==> config.mk <==
export PLATFORM = sky130hd
export DESIGN_NAME = strongest_anchor_selector
export DESIGN_NICKNAME = d
export VERILOG_FILES = /design/src/sas_pkg.sv /design/src/strongest_anchor_selector.sv
export SDC_FILE = /design/constraint.sdc
export NUM_CORES = 2
export LEC_CHECK = 0
export BUFFER_PORTS_ARGS = -buffer_cell sky130_fd_sc_hd__buf_4
export CAP_MARGIN = 10
export CORE_MARGIN = 3
export CORE_UTILIZATION = 32
export CTS_BUF_LIST = sky130_fd_sc_hd__clkbuf_16
export CTS_CLUSTER_SIZE = 25
export DETAILED_ROUTE_END_ITERATION = 7
export GPL_ROUTABILITY_DRIVEN = 0
export RECOVER_POWER = 50
export SYNTH_ARGS = -nofsm -noshare
export SYNTH_HDL_FRONTEND = slang
export SYNTH_SLANG_ARGS = --single-unit
==> constraint.sdc <==
create_clock -name clock -period 14.1 [get_ports clock]
set_input_delay 2.115 -clock clock [delete_from_list [all_inputs] [get_ports clock]]
set_output_delay 2.115 -clock clock [all_outputs]
set_load 0.05 [all_outputs]
==> src/sas_pkg.sv <==
// ----------------------------------------------------------------------------
// sas_pkg: shared types and constants for the strongest anchor selector
// Request and response beat layouts, request codes, store widths and the
// controller state type.
// ----------------------------------------------------------------------------
package sas_pkg;

   // store dimensions
   localparam int NUM_ANCHORS = 16;
   localparam int NUM_SLOTS   = NUM_ANCHORS + 1;             // anchors plus VIP slot
   localparam int SLOT_W      = $clog2(NUM_SLOTS);
   localparam int SUM_W       = 48;
   localparam int CNT_W       = 16;
   localparam int MEAN_W      = 32;
   localparam int STEP_W      = $clog2(SUM_W);
   localparam int ANCHOR_W    = 4;                           // reported index width

   // request codes
   localparam logic [1:0] REQ_CLEAR  = 2'd0;
   localparam logic [1:0] REQ_ADD    = 2'd1;
   localparam logic [1:0] REQ_SELECT = 2'd2;

   typedef struct packed {
      logic [1:0]  req_type;
      logic [4:0]  anchor_slot;
      logic [31:0] rssi_sample;
      logic        listen_enable;
   } req_payload_type;

   typedef struct packed {
      logic                anchor_found;
      logic [ANCHOR_W-1:0] best_anchor;
      logic [MEAN_W-1:0]   best_mean;
   } rsp_payload_type;

   typedef enum logic [2:0] {
      ST_IDLE,
      ST_LOAD,
      ST_DIV,
      ST_CMP,
      ST_DONE
   } state_type;

endpackage

==> src/strongest_anchor_selector.sv <==
// ----------------------------------------------------------------------------
// strongest_anchor_selector: per-anchor mean signal strength and best pick
// Accumulates saturating strength sums and sample counts per sender slot and,
// on request, finds the first anchor with the greatest positive mean using a
// single shared bit-serial divider.
// ----------------------------------------------------------------------------
//
//   channel | ports                      | direction | beat
//   --------+----------------------------+-----------+----------------------
//   request | req_valid/req_ready/req_data | in      | req_payload_type
//   result  | rsp_valid/rsp_ready/rsp_data | out     | rsp_payload_type
//
// Clear and add beats complete in the cycle they are taken.
// A select walks the anchors through one restoring divider (one quotient bit
// per cycle); empty anchors skip the divider. req_ready is low for that walk.
// Reset (synchronous, active high) zeroes all sums and counts at once.
// A finished result waits in the output register; further requests are taken
// meanwhile, and a later select holds its result until the register is free.
// ----------------------------------------------------------------------------
module strongest_anchor_selector (
   input  logic                     clock,
   input  logic                     reset,
   input  logic                     req_valid,
   output logic                     req_ready,
   input  sas_pkg::req_payload_type req_data,
   output logic                     rsp_valid,
   input  logic                     rsp_ready,
   output sas_pkg::rsp_payload_type rsp_data
);

   // stores
   logic [sas_pkg::SUM_W-1:0] sum_ff [sas_pkg::NUM_SLOTS];
   logic [sas_pkg::CNT_W-1:0] cnt_ff [sas_pkg::NUM_SLOTS];

   // controller and divider registers
   sas_pkg::state_type         state_ff, state_in;
   logic [sas_pkg::SLOT_W-1:0] idx_ff, idx_in;
   logic [sas_pkg::STEP_W-1:0] step_ff, step_in;
   logic [sas_pkg::SUM_W-1:0]  quo_ff, quo_in;
   logic [sas_pkg::CNT_W-1:0]  rem_ff, rem_in;
   logic [sas_pkg::CNT_W-1:0]  dvsr_ff, dvsr_in;
   logic [sas_pkg::SLOT_W-1:0] best_idx_ff, best_idx_in;
   logic [sas_pkg::MEAN_W-1:0] best_mean_ff, best_mean_in;
   logic                       found_ff, found_in;
   logic                       rsp_valid_ff, rsp_valid_in;
   sas_pkg::rsp_payload_type   rsp_data_ff, rsp_data_in;

   // datapath nets
   logic                       req_fire;
   logic                       slot_ok;
   logic [sas_pkg::SLOT_W-1:0] rd_addr;
   logic [sas_pkg::SUM_W-1:0]  rd_sum;
   logic [sas_pkg::CNT_W-1:0]  rd_cnt;
   logic [sas_pkg::SUM_W:0]    sum_ext;
   logic [sas_pkg::SUM_W-1:0]  sum_wr;
   logic [sas_pkg::CNT_W-1:0]  cnt_wr;
   logic                       clr_all;
   logic                       add_en;
   logic [sas_pkg::CNT_W:0]    rem_sh;
   logic [sas_pkg::CNT_W:0]    rem_diff;
   logic [sas_pkg::MEAN_W-1:0] mean;

   assign req_fire = req_valid && req_ready;
   assign slot_ok  = ({1'b0, req_data.anchor_slot} <= 6'(sas_pkg::NUM_ANCHORS));

   // single read port: request slot while idle, walk index otherwise
   always_comb begin
      if (state_ff == sas_pkg::ST_IDLE) begin
         rd_addr = slot_ok ? sas_pkg::SLOT_W'(req_data.anchor_slot) : '0;
      end else begin
         rd_addr = idx_ff;
      end
   end
   assign rd_sum = sum_ff[rd_addr];
   assign rd_cnt = cnt_ff[rd_addr];

   // saturating accumulate
   assign sum_ext = {1'b0, rd_sum} + {{(sas_pkg::SUM_W + 1 - 32){1'b0}}, req_data.rssi_sample};
   assign sum_wr  = sum_ext[sas_pkg::SUM_W] ? '1 : sum_ext[sas_pkg::SUM_W-1:0];
   assign cnt_wr  = (&rd_cnt) ? rd_cnt : rd_cnt + 1'b1;

   assign clr_all = req_fire && (req_data.req_type == sas_pkg::REQ_CLEAR);
   assign add_en  = req_fire && (req_data.req_type == sas_pkg::REQ_ADD)
                    && req_data.listen_enable && slot_ok;

   // divider step: shift in next dividend bit, trial subtract
   assign rem_sh   = {rem_ff, quo_ff[sas_pkg::SUM_W-1]};
   assign rem_diff = rem_sh - {1'b0, dvsr_ff};

   // clamp quotient to the mean width
   assign mean = (|quo_ff[sas_pkg::SUM_W-1:sas_pkg::MEAN_W]) ? '1
                 : quo_ff[sas_pkg::MEAN_W-1:0];

   // store update
   always_ff @(posedge clock) begin
      if (reset || clr_all) begin
         for (int i = 0; i < sas_pkg::NUM_SLOTS; i++) begin
            sum_ff[i] <= '0;
            cnt_ff[i] <= '0;
         end
      end else if (add_en) begin
         sum_ff[rd_addr] <= sum_wr;
         cnt_ff[rd_addr] <= cnt_wr;
      end
   end

   // control registers
   always_ff @(posedge clock) begin
      if (reset) begin
         state_ff     <= sas_pkg::ST_IDLE;
         rsp_valid_ff <= 1'b0;
      end else begin
         state_ff     <= state_in;
         rsp_valid_ff <= rsp_valid_in;
      end
   end

   // datapath registers
   always_ff @(posedge clock) begin
      idx_ff       <= idx_in;
      step_ff      <= step_in;
      quo_ff       <= quo_in;
      rem_ff       <= rem_in;
      dvsr_ff      <= dvsr_in;
      best_idx_ff  <= best_idx_in;
      best_mean_ff <= best_mean_in;
      found_ff     <= found_in;
      rsp_data_ff  <= rsp_data_in;
   end

   // sequencer
   always_comb begin
      state_in     = state_ff;
      idx_in       = idx_ff;
      step_in      = step_ff;
      quo_in       = quo_ff;
      rem_in       = rem_ff;
      dvsr_in      = dvsr_ff;
      best_idx_in  = best_idx_ff;
      best_mean_in = best_mean_ff;
      found_in     = found_ff;
      rsp_data_in  = rsp_data_ff;
      rsp_valid_in = rsp_valid_ff && !rsp_ready;
      req_ready    = 1'b0;

      case (state_ff)
         sas_pkg::ST_IDLE: begin
            req_ready = 1'b1;
            if (req_valid && (req_data.req_type == sas_pkg::REQ_SELECT)) begin
               idx_in       = '0;
               best_idx_in  = '0;
               best_mean_in = '0;
               found_in     = 1'b0;
               state_in     = sas_pkg::ST_LOAD;
            end
         end
         sas_pkg::ST_LOAD: begin
            quo_in  = rd_sum;
            rem_in  = '0;
            dvsr_in = rd_cnt;
            step_in = '0;
            if (rd_cnt == '0) begin
               // empty anchor: mean is zero
               quo_in   = '0;
               state_in = sas_pkg::ST_CMP;
            end else begin
               state_in = sas_pkg::ST_DIV;
            end
         end
         sas_pkg::ST_DIV: begin
            if (!rem_diff[sas_pkg::CNT_W]) begin
               rem_in = rem_diff[sas_pkg::CNT_W-1:0];
               quo_in = {quo_ff[sas_pkg::SUM_W-2:0], 1'b1};
            end else begin
               rem_in = rem_sh[sas_pkg::CNT_W-1:0];
               quo_in = {quo_ff[sas_pkg::SUM_W-2:0], 1'b0};
            end
            step_in = step_ff + 1'b1;
            if (step_ff == sas_pkg::STEP_W'(sas_pkg::SUM_W - 1)) begin
               state_in = sas_pkg::ST_CMP;
            end
         end
         sas_pkg::ST_CMP: begin
            // strict compare keeps the lowest index on ties
            if (mean > best_mean_ff) begin
               best_mean_in = mean;
               best_idx_in  = idx_ff;
               found_in     = 1'b1;
            end
            if (idx_ff == sas_pkg::SLOT_W'(sas_pkg::NUM_ANCHORS - 1)) begin
               state_in = sas_pkg::ST_DONE;
            end else begin
               idx_in   = idx_ff + 1'b1;
               state_in = sas_pkg::ST_LOAD;
            end
         end
         sas_pkg::ST_DONE: begin
            // wait for the output register to free up
            if (!rsp_valid_ff || rsp_ready) begin
               rsp_valid_in              = 1'b1;
               rsp_data_in.anchor_found  = found_ff;
               rsp_data_in.best_anchor   = sas_pkg::ANCHOR_W'(best_idx_ff);
               rsp_data_in.best_mean     = best_mean_ff;
               state_in                  = sas_pkg::ST_IDLE;
            end
         end
         default: begin
            state_in = sas_pkg::ST_IDLE;
         end
      endcase
   end

   assign rsp_valid = rsp_valid_ff;
   assign rsp_data  = rsp_data_ff;

`ifndef NO_ASSERTIONS
   // no-hit result carries zeroes
   a_empty_result: assert property (@(posedge clock) disable iff (reset)
      (rsp_valid && !rsp_data.anchor_found) |->
         (rsp_data.best_anchor == '0 && rsp_data.best_mean == '0))
      else $error("not-found result with nonzero fields");

   // a found anchor always has a positive mean
   a_found_positive: assert property (@(posedge clock) disable iff (reset)
      (rsp_valid && rsp_data.anchor_found) |-> (rsp_data.best_mean != '0))
      else $error("found anchor with zero mean");

   // divider invariant: partial remainder below a nonzero divisor
   a_div_rem: assert property (@(posedge clock) disable iff (reset)
      (state_ff == sas_pkg::ST_DIV) |-> (dvsr_ff != '0 && rem_ff < dvsr_ff))
      else $error("divider remainder out of range");

   // walk never steps onto the VIP slot
   a_walk_range: assert property (@(posedge clock) disable iff (reset)
      (state_ff == sas_pkg::ST_LOAD) |->
         (idx_ff < sas_pkg::SLOT_W'(sas_pkg::NUM_ANCHORS)))
      else $error("anchor walk index out of range");
`endif

endmodule

==> metrics.md <==
| Metric | Value |
|---|---|
| Status | `finished with violations` |
| Violated checks | `capacitance limit, slew limit` |
| RSZ-0062 raised after global routing | `false` |
| Mapped Area | `96000 um2` |
| Top delay family on crit path | `simple AND/OR/NAND/NOR gates` |
| Post-CTS Setup Inserts | `0` |
| Synth Flop Type | `edfxtp_1` |
| Post-route ant nets | `0` |
| Post-synth top area share | `69.2%` |
| Final setup viols | `0` |
| Synth-to-layout area growth | `15.7%` |
| WL final | `283000 um` |
| Max Freq | `80.9 MHz` |
| Cell repeated most along the worst path | `nand2_1` |
| Max clock buf depth | `3` |
| Final hold violations | `0` |
| Register bit total from synthesis | `2217` |
| Initial core utilization | `32.2%` |
| Synth async-reset ratio | `0%` |
| Drt wl/cell | `22.9 um` |
| Max-slew violations | `1549` |
| PortBufs | `82` |
| Max transition margin | `-285%` |
| Die Height | `554 um` |
| Clock Tree Root | `clkbuf_16` |
| Buffers & Inverters on Critical Path | `1` |
| Core area | `298000 um2` |
| Detailed Routing Iterations Pass 1 | `6` |
| Slew of the pin with the lowest slew margin | `5.78 ns` |
| Remaining global-route overflow | `0` |
| Worst Path Arrival | `12.69 ns` |
| Cells after DPL | `11900` |
| Hold buffer count at cts | `0` |
| Cells after Synth | `7382` |
| Largest net degree at the start of global routing | `154` |
| Fin cells | `12400` |
| CTS HTree Levels | `4` |
| Post-synth EDFFs | `2213` |
| Worst Setup End Kind | `flip-flop` |
| Num rows | `200` |
| Leakage | `42.3 nW` |
| Clock transition at the registers of the reported paths | `0.06 ns` |
| Synth cell types | `77` |
| Antenna violations before repair | `11` |
| Global-route wire length before repair | `412000 um` |
| Total power | `21.8 mW` |
| Initial detailed-routing violation count | `8325` |
| CP Class | `flip-flop to flip-flop` |
| Largest cells by area after synthesis | `edfxtp_1, nand2_1, nor2_1` |
| Dpl hpwl | `144000 um` |
| Crit-path max cell delay | `4.17 ns` |
| Worst Path Required | `14.42 ns` |
| Number of global-route vias before repair | `61900` |
| Final #Nets | `8359` |
| Number of gates resized after cts | `0` |
| Max-cap violation count | `27` |
| Final period util | `87.7%` |
| Filler cells | `28700` |
| Share of cells above drive strength 1 | `8.54%` |
| Worst-skew pair later-pin latency | `0.90 ns` |
| CTS sink count | `2217` |
| Share of the yosys chip area belonging to registers | `69.3%` |
| Setup TNS | `0 ns` |
| Final Skew | `0.0754 ns` |
| Syn_area_per_cell | `13.0 um2` |
| Power density cells | `197 nW/um2` |
| VDD IR max | `0.000130 V` |
| Total global-route track usage | `17.9%` |
| Critical Path Fanout Max | `65` |
| Drt via density | `5.14` |
| Die Footprint | `306000 um2` |
| DR vias | `63500` |
| DIE WIDTH | `554 um` |
| Yosys top cell by area | `edfxtp_1` |
| CTS buffer count | `218` |
| Slowest cell on crit path | `nand2_1` |
| Min cycle time layout | `12.36 ns` |
| Synth warnings | `0` |
| Type of the most critical hold path | `flip-flop to flip-flop` |
| Crit path launch type | `flip-flop` |
| Ports | `83` |
| Crit path cell chain | `or3_1, o21a_1, buf_4, nand2_1, nor2_1, nand2_8, nand2_1` |
| TritonCTS clock tree | `yes` |
| DRC Markers | `0` |
## where the power goes
group	internal [mW]	switching, mW	total (mW)	leakage, nW
Clock	3.06	2.53	5.58	3.55
Combinational	1.69	4.44	6.13	16.3
Sequential	9.74	0.392	10.1	22.4
## final timing paths
path | start | end | slack (ns) | cells after the start
min | best_idx_ff[0] | rsp_data[32] | 0.42 | 0
max | state_ff[2] | sum_ff[2][10] | 1.74 | 7
max reg2reg | state_ff[2] | sum_ff[2][10] | 1.74 | 7
min reg2reg | best_idx_ff[0] | rsp_data[32] | 0.42 | 0
## cells in the mapped netlist, types with 14 or more instances
master	number
edfxtp_1	2213
nand2_1	1193
nor2_1	985
clkbuf_1	399
a31oi_1	267
and3_1	267
mux2i_1	237
a21oi_1	215
inv_1	188
o22ai_1	153
mux4_2	136
o211ai_1	125
buf_2	108
ha_1	85
a22oi_1	72
nor3_1	71
o21ai_0	69
and2_1	43
nor4_1	43
xnor2_1	40
or2_2	38
a211oi_1	35
nand3_1	35
a21o_1	33
buf_1	33
nand4_1	32
o211a_1	26
o31ai_1	23
buf_4	21
xor2_1	16
nor2b_1	14
## worst reg2reg max path, stage by stage (launching register included)
cell and delay [ns]:
dfxtp_1 0.58, or3_1 1.59, o21a_1 2.52, buf_4 0.97
nand2_1 0.17, nor2_1 0.91, nand2_8 0.74, nand2_1 4.18
## logic make-up (layout without fill, tap and decap cells)
kind of cell	Yosys count	in the layout	share of synthesized area, %
flip-flops	2217	2217	69.3
multiplexers	384	384	5.79
AO/OA/AOI/OAI	1099	1099	7.49
other	1	962	0.00391
buffers and inverters	760	828	3.27
AND/OR/NAND/NOR	2778	2778	12.4
adder cells (fa/ha/maj)	87	87	1.15
XOR/XNOR	56	56	0.511
## area by class of cell
class / count / area [um2] / share of cell area [%]
antenna: 2 / 5.00 / 0.00451
clock buffer: 218 / 5460 / 4.92
clock inverter: 183 / 1330 / 1.20
inverter: 190 / 716 / 0.645
multi-input combinational: 5364 / 30400 / 27.4
sequential: 2217 / 66500 / 59.9
tap: 3939 / 4930 / 4.44
timing repair buffer: 237 / 1650 / 1.49
## state kept, by name, summed over array words and instances (netlist names)
name          flops
sum_ff         1536
cnt_ff          512
quo_ff           48
rsp_data         37
best_mean_ff     32
dvsr_ff          16
rem_ff           16
step_ff           6
idx_ff            5
best_idx_ff       4
state_ff          3
found_ff          1
rsp_valid         1
## cells in the final DEF (no fill, tap or decap), drive strengths merged, types with 125 or more instances in the layout
master / count
a21oi: 215
a31oi: 267
and3: 267
buf: 173
clkbuf: 282
conb: 960
edfxtp: 2213
inv: 252
mux2i: 237
mux4: 136
nand2: 1193
nor2: 985
o211ai: 125
o22ai: 153
## stage by stage
stage | setup slack [ns] | utilization, % | area [um2] | hold WS [ns]
after floorplan | 5.04 | - | 99600 | 0.400
after CTS | 3.75 | 37.5 | 112000 | 0.419
after detailed placement | 2.80 | 35.2 | 105000 | 0.405
final | 1.74 | 37.3 | 111000 | 0.418
after global routing | 1.55 | 37.3 | 111000 | 0.426
after global placement | 2.87 | 35.2 | 105000 | 0.403
## routing by layer
metal | part of all wire, % | GRT usage (%)
met3 | 10 | 3.38
met2 | 46 | 29.1
met5 | 0.0053 | 0
met1 | 39 | 23.8
met4 | 4.1 | 6.84
No activity file was read; power rests on OpenSTA's default activity.
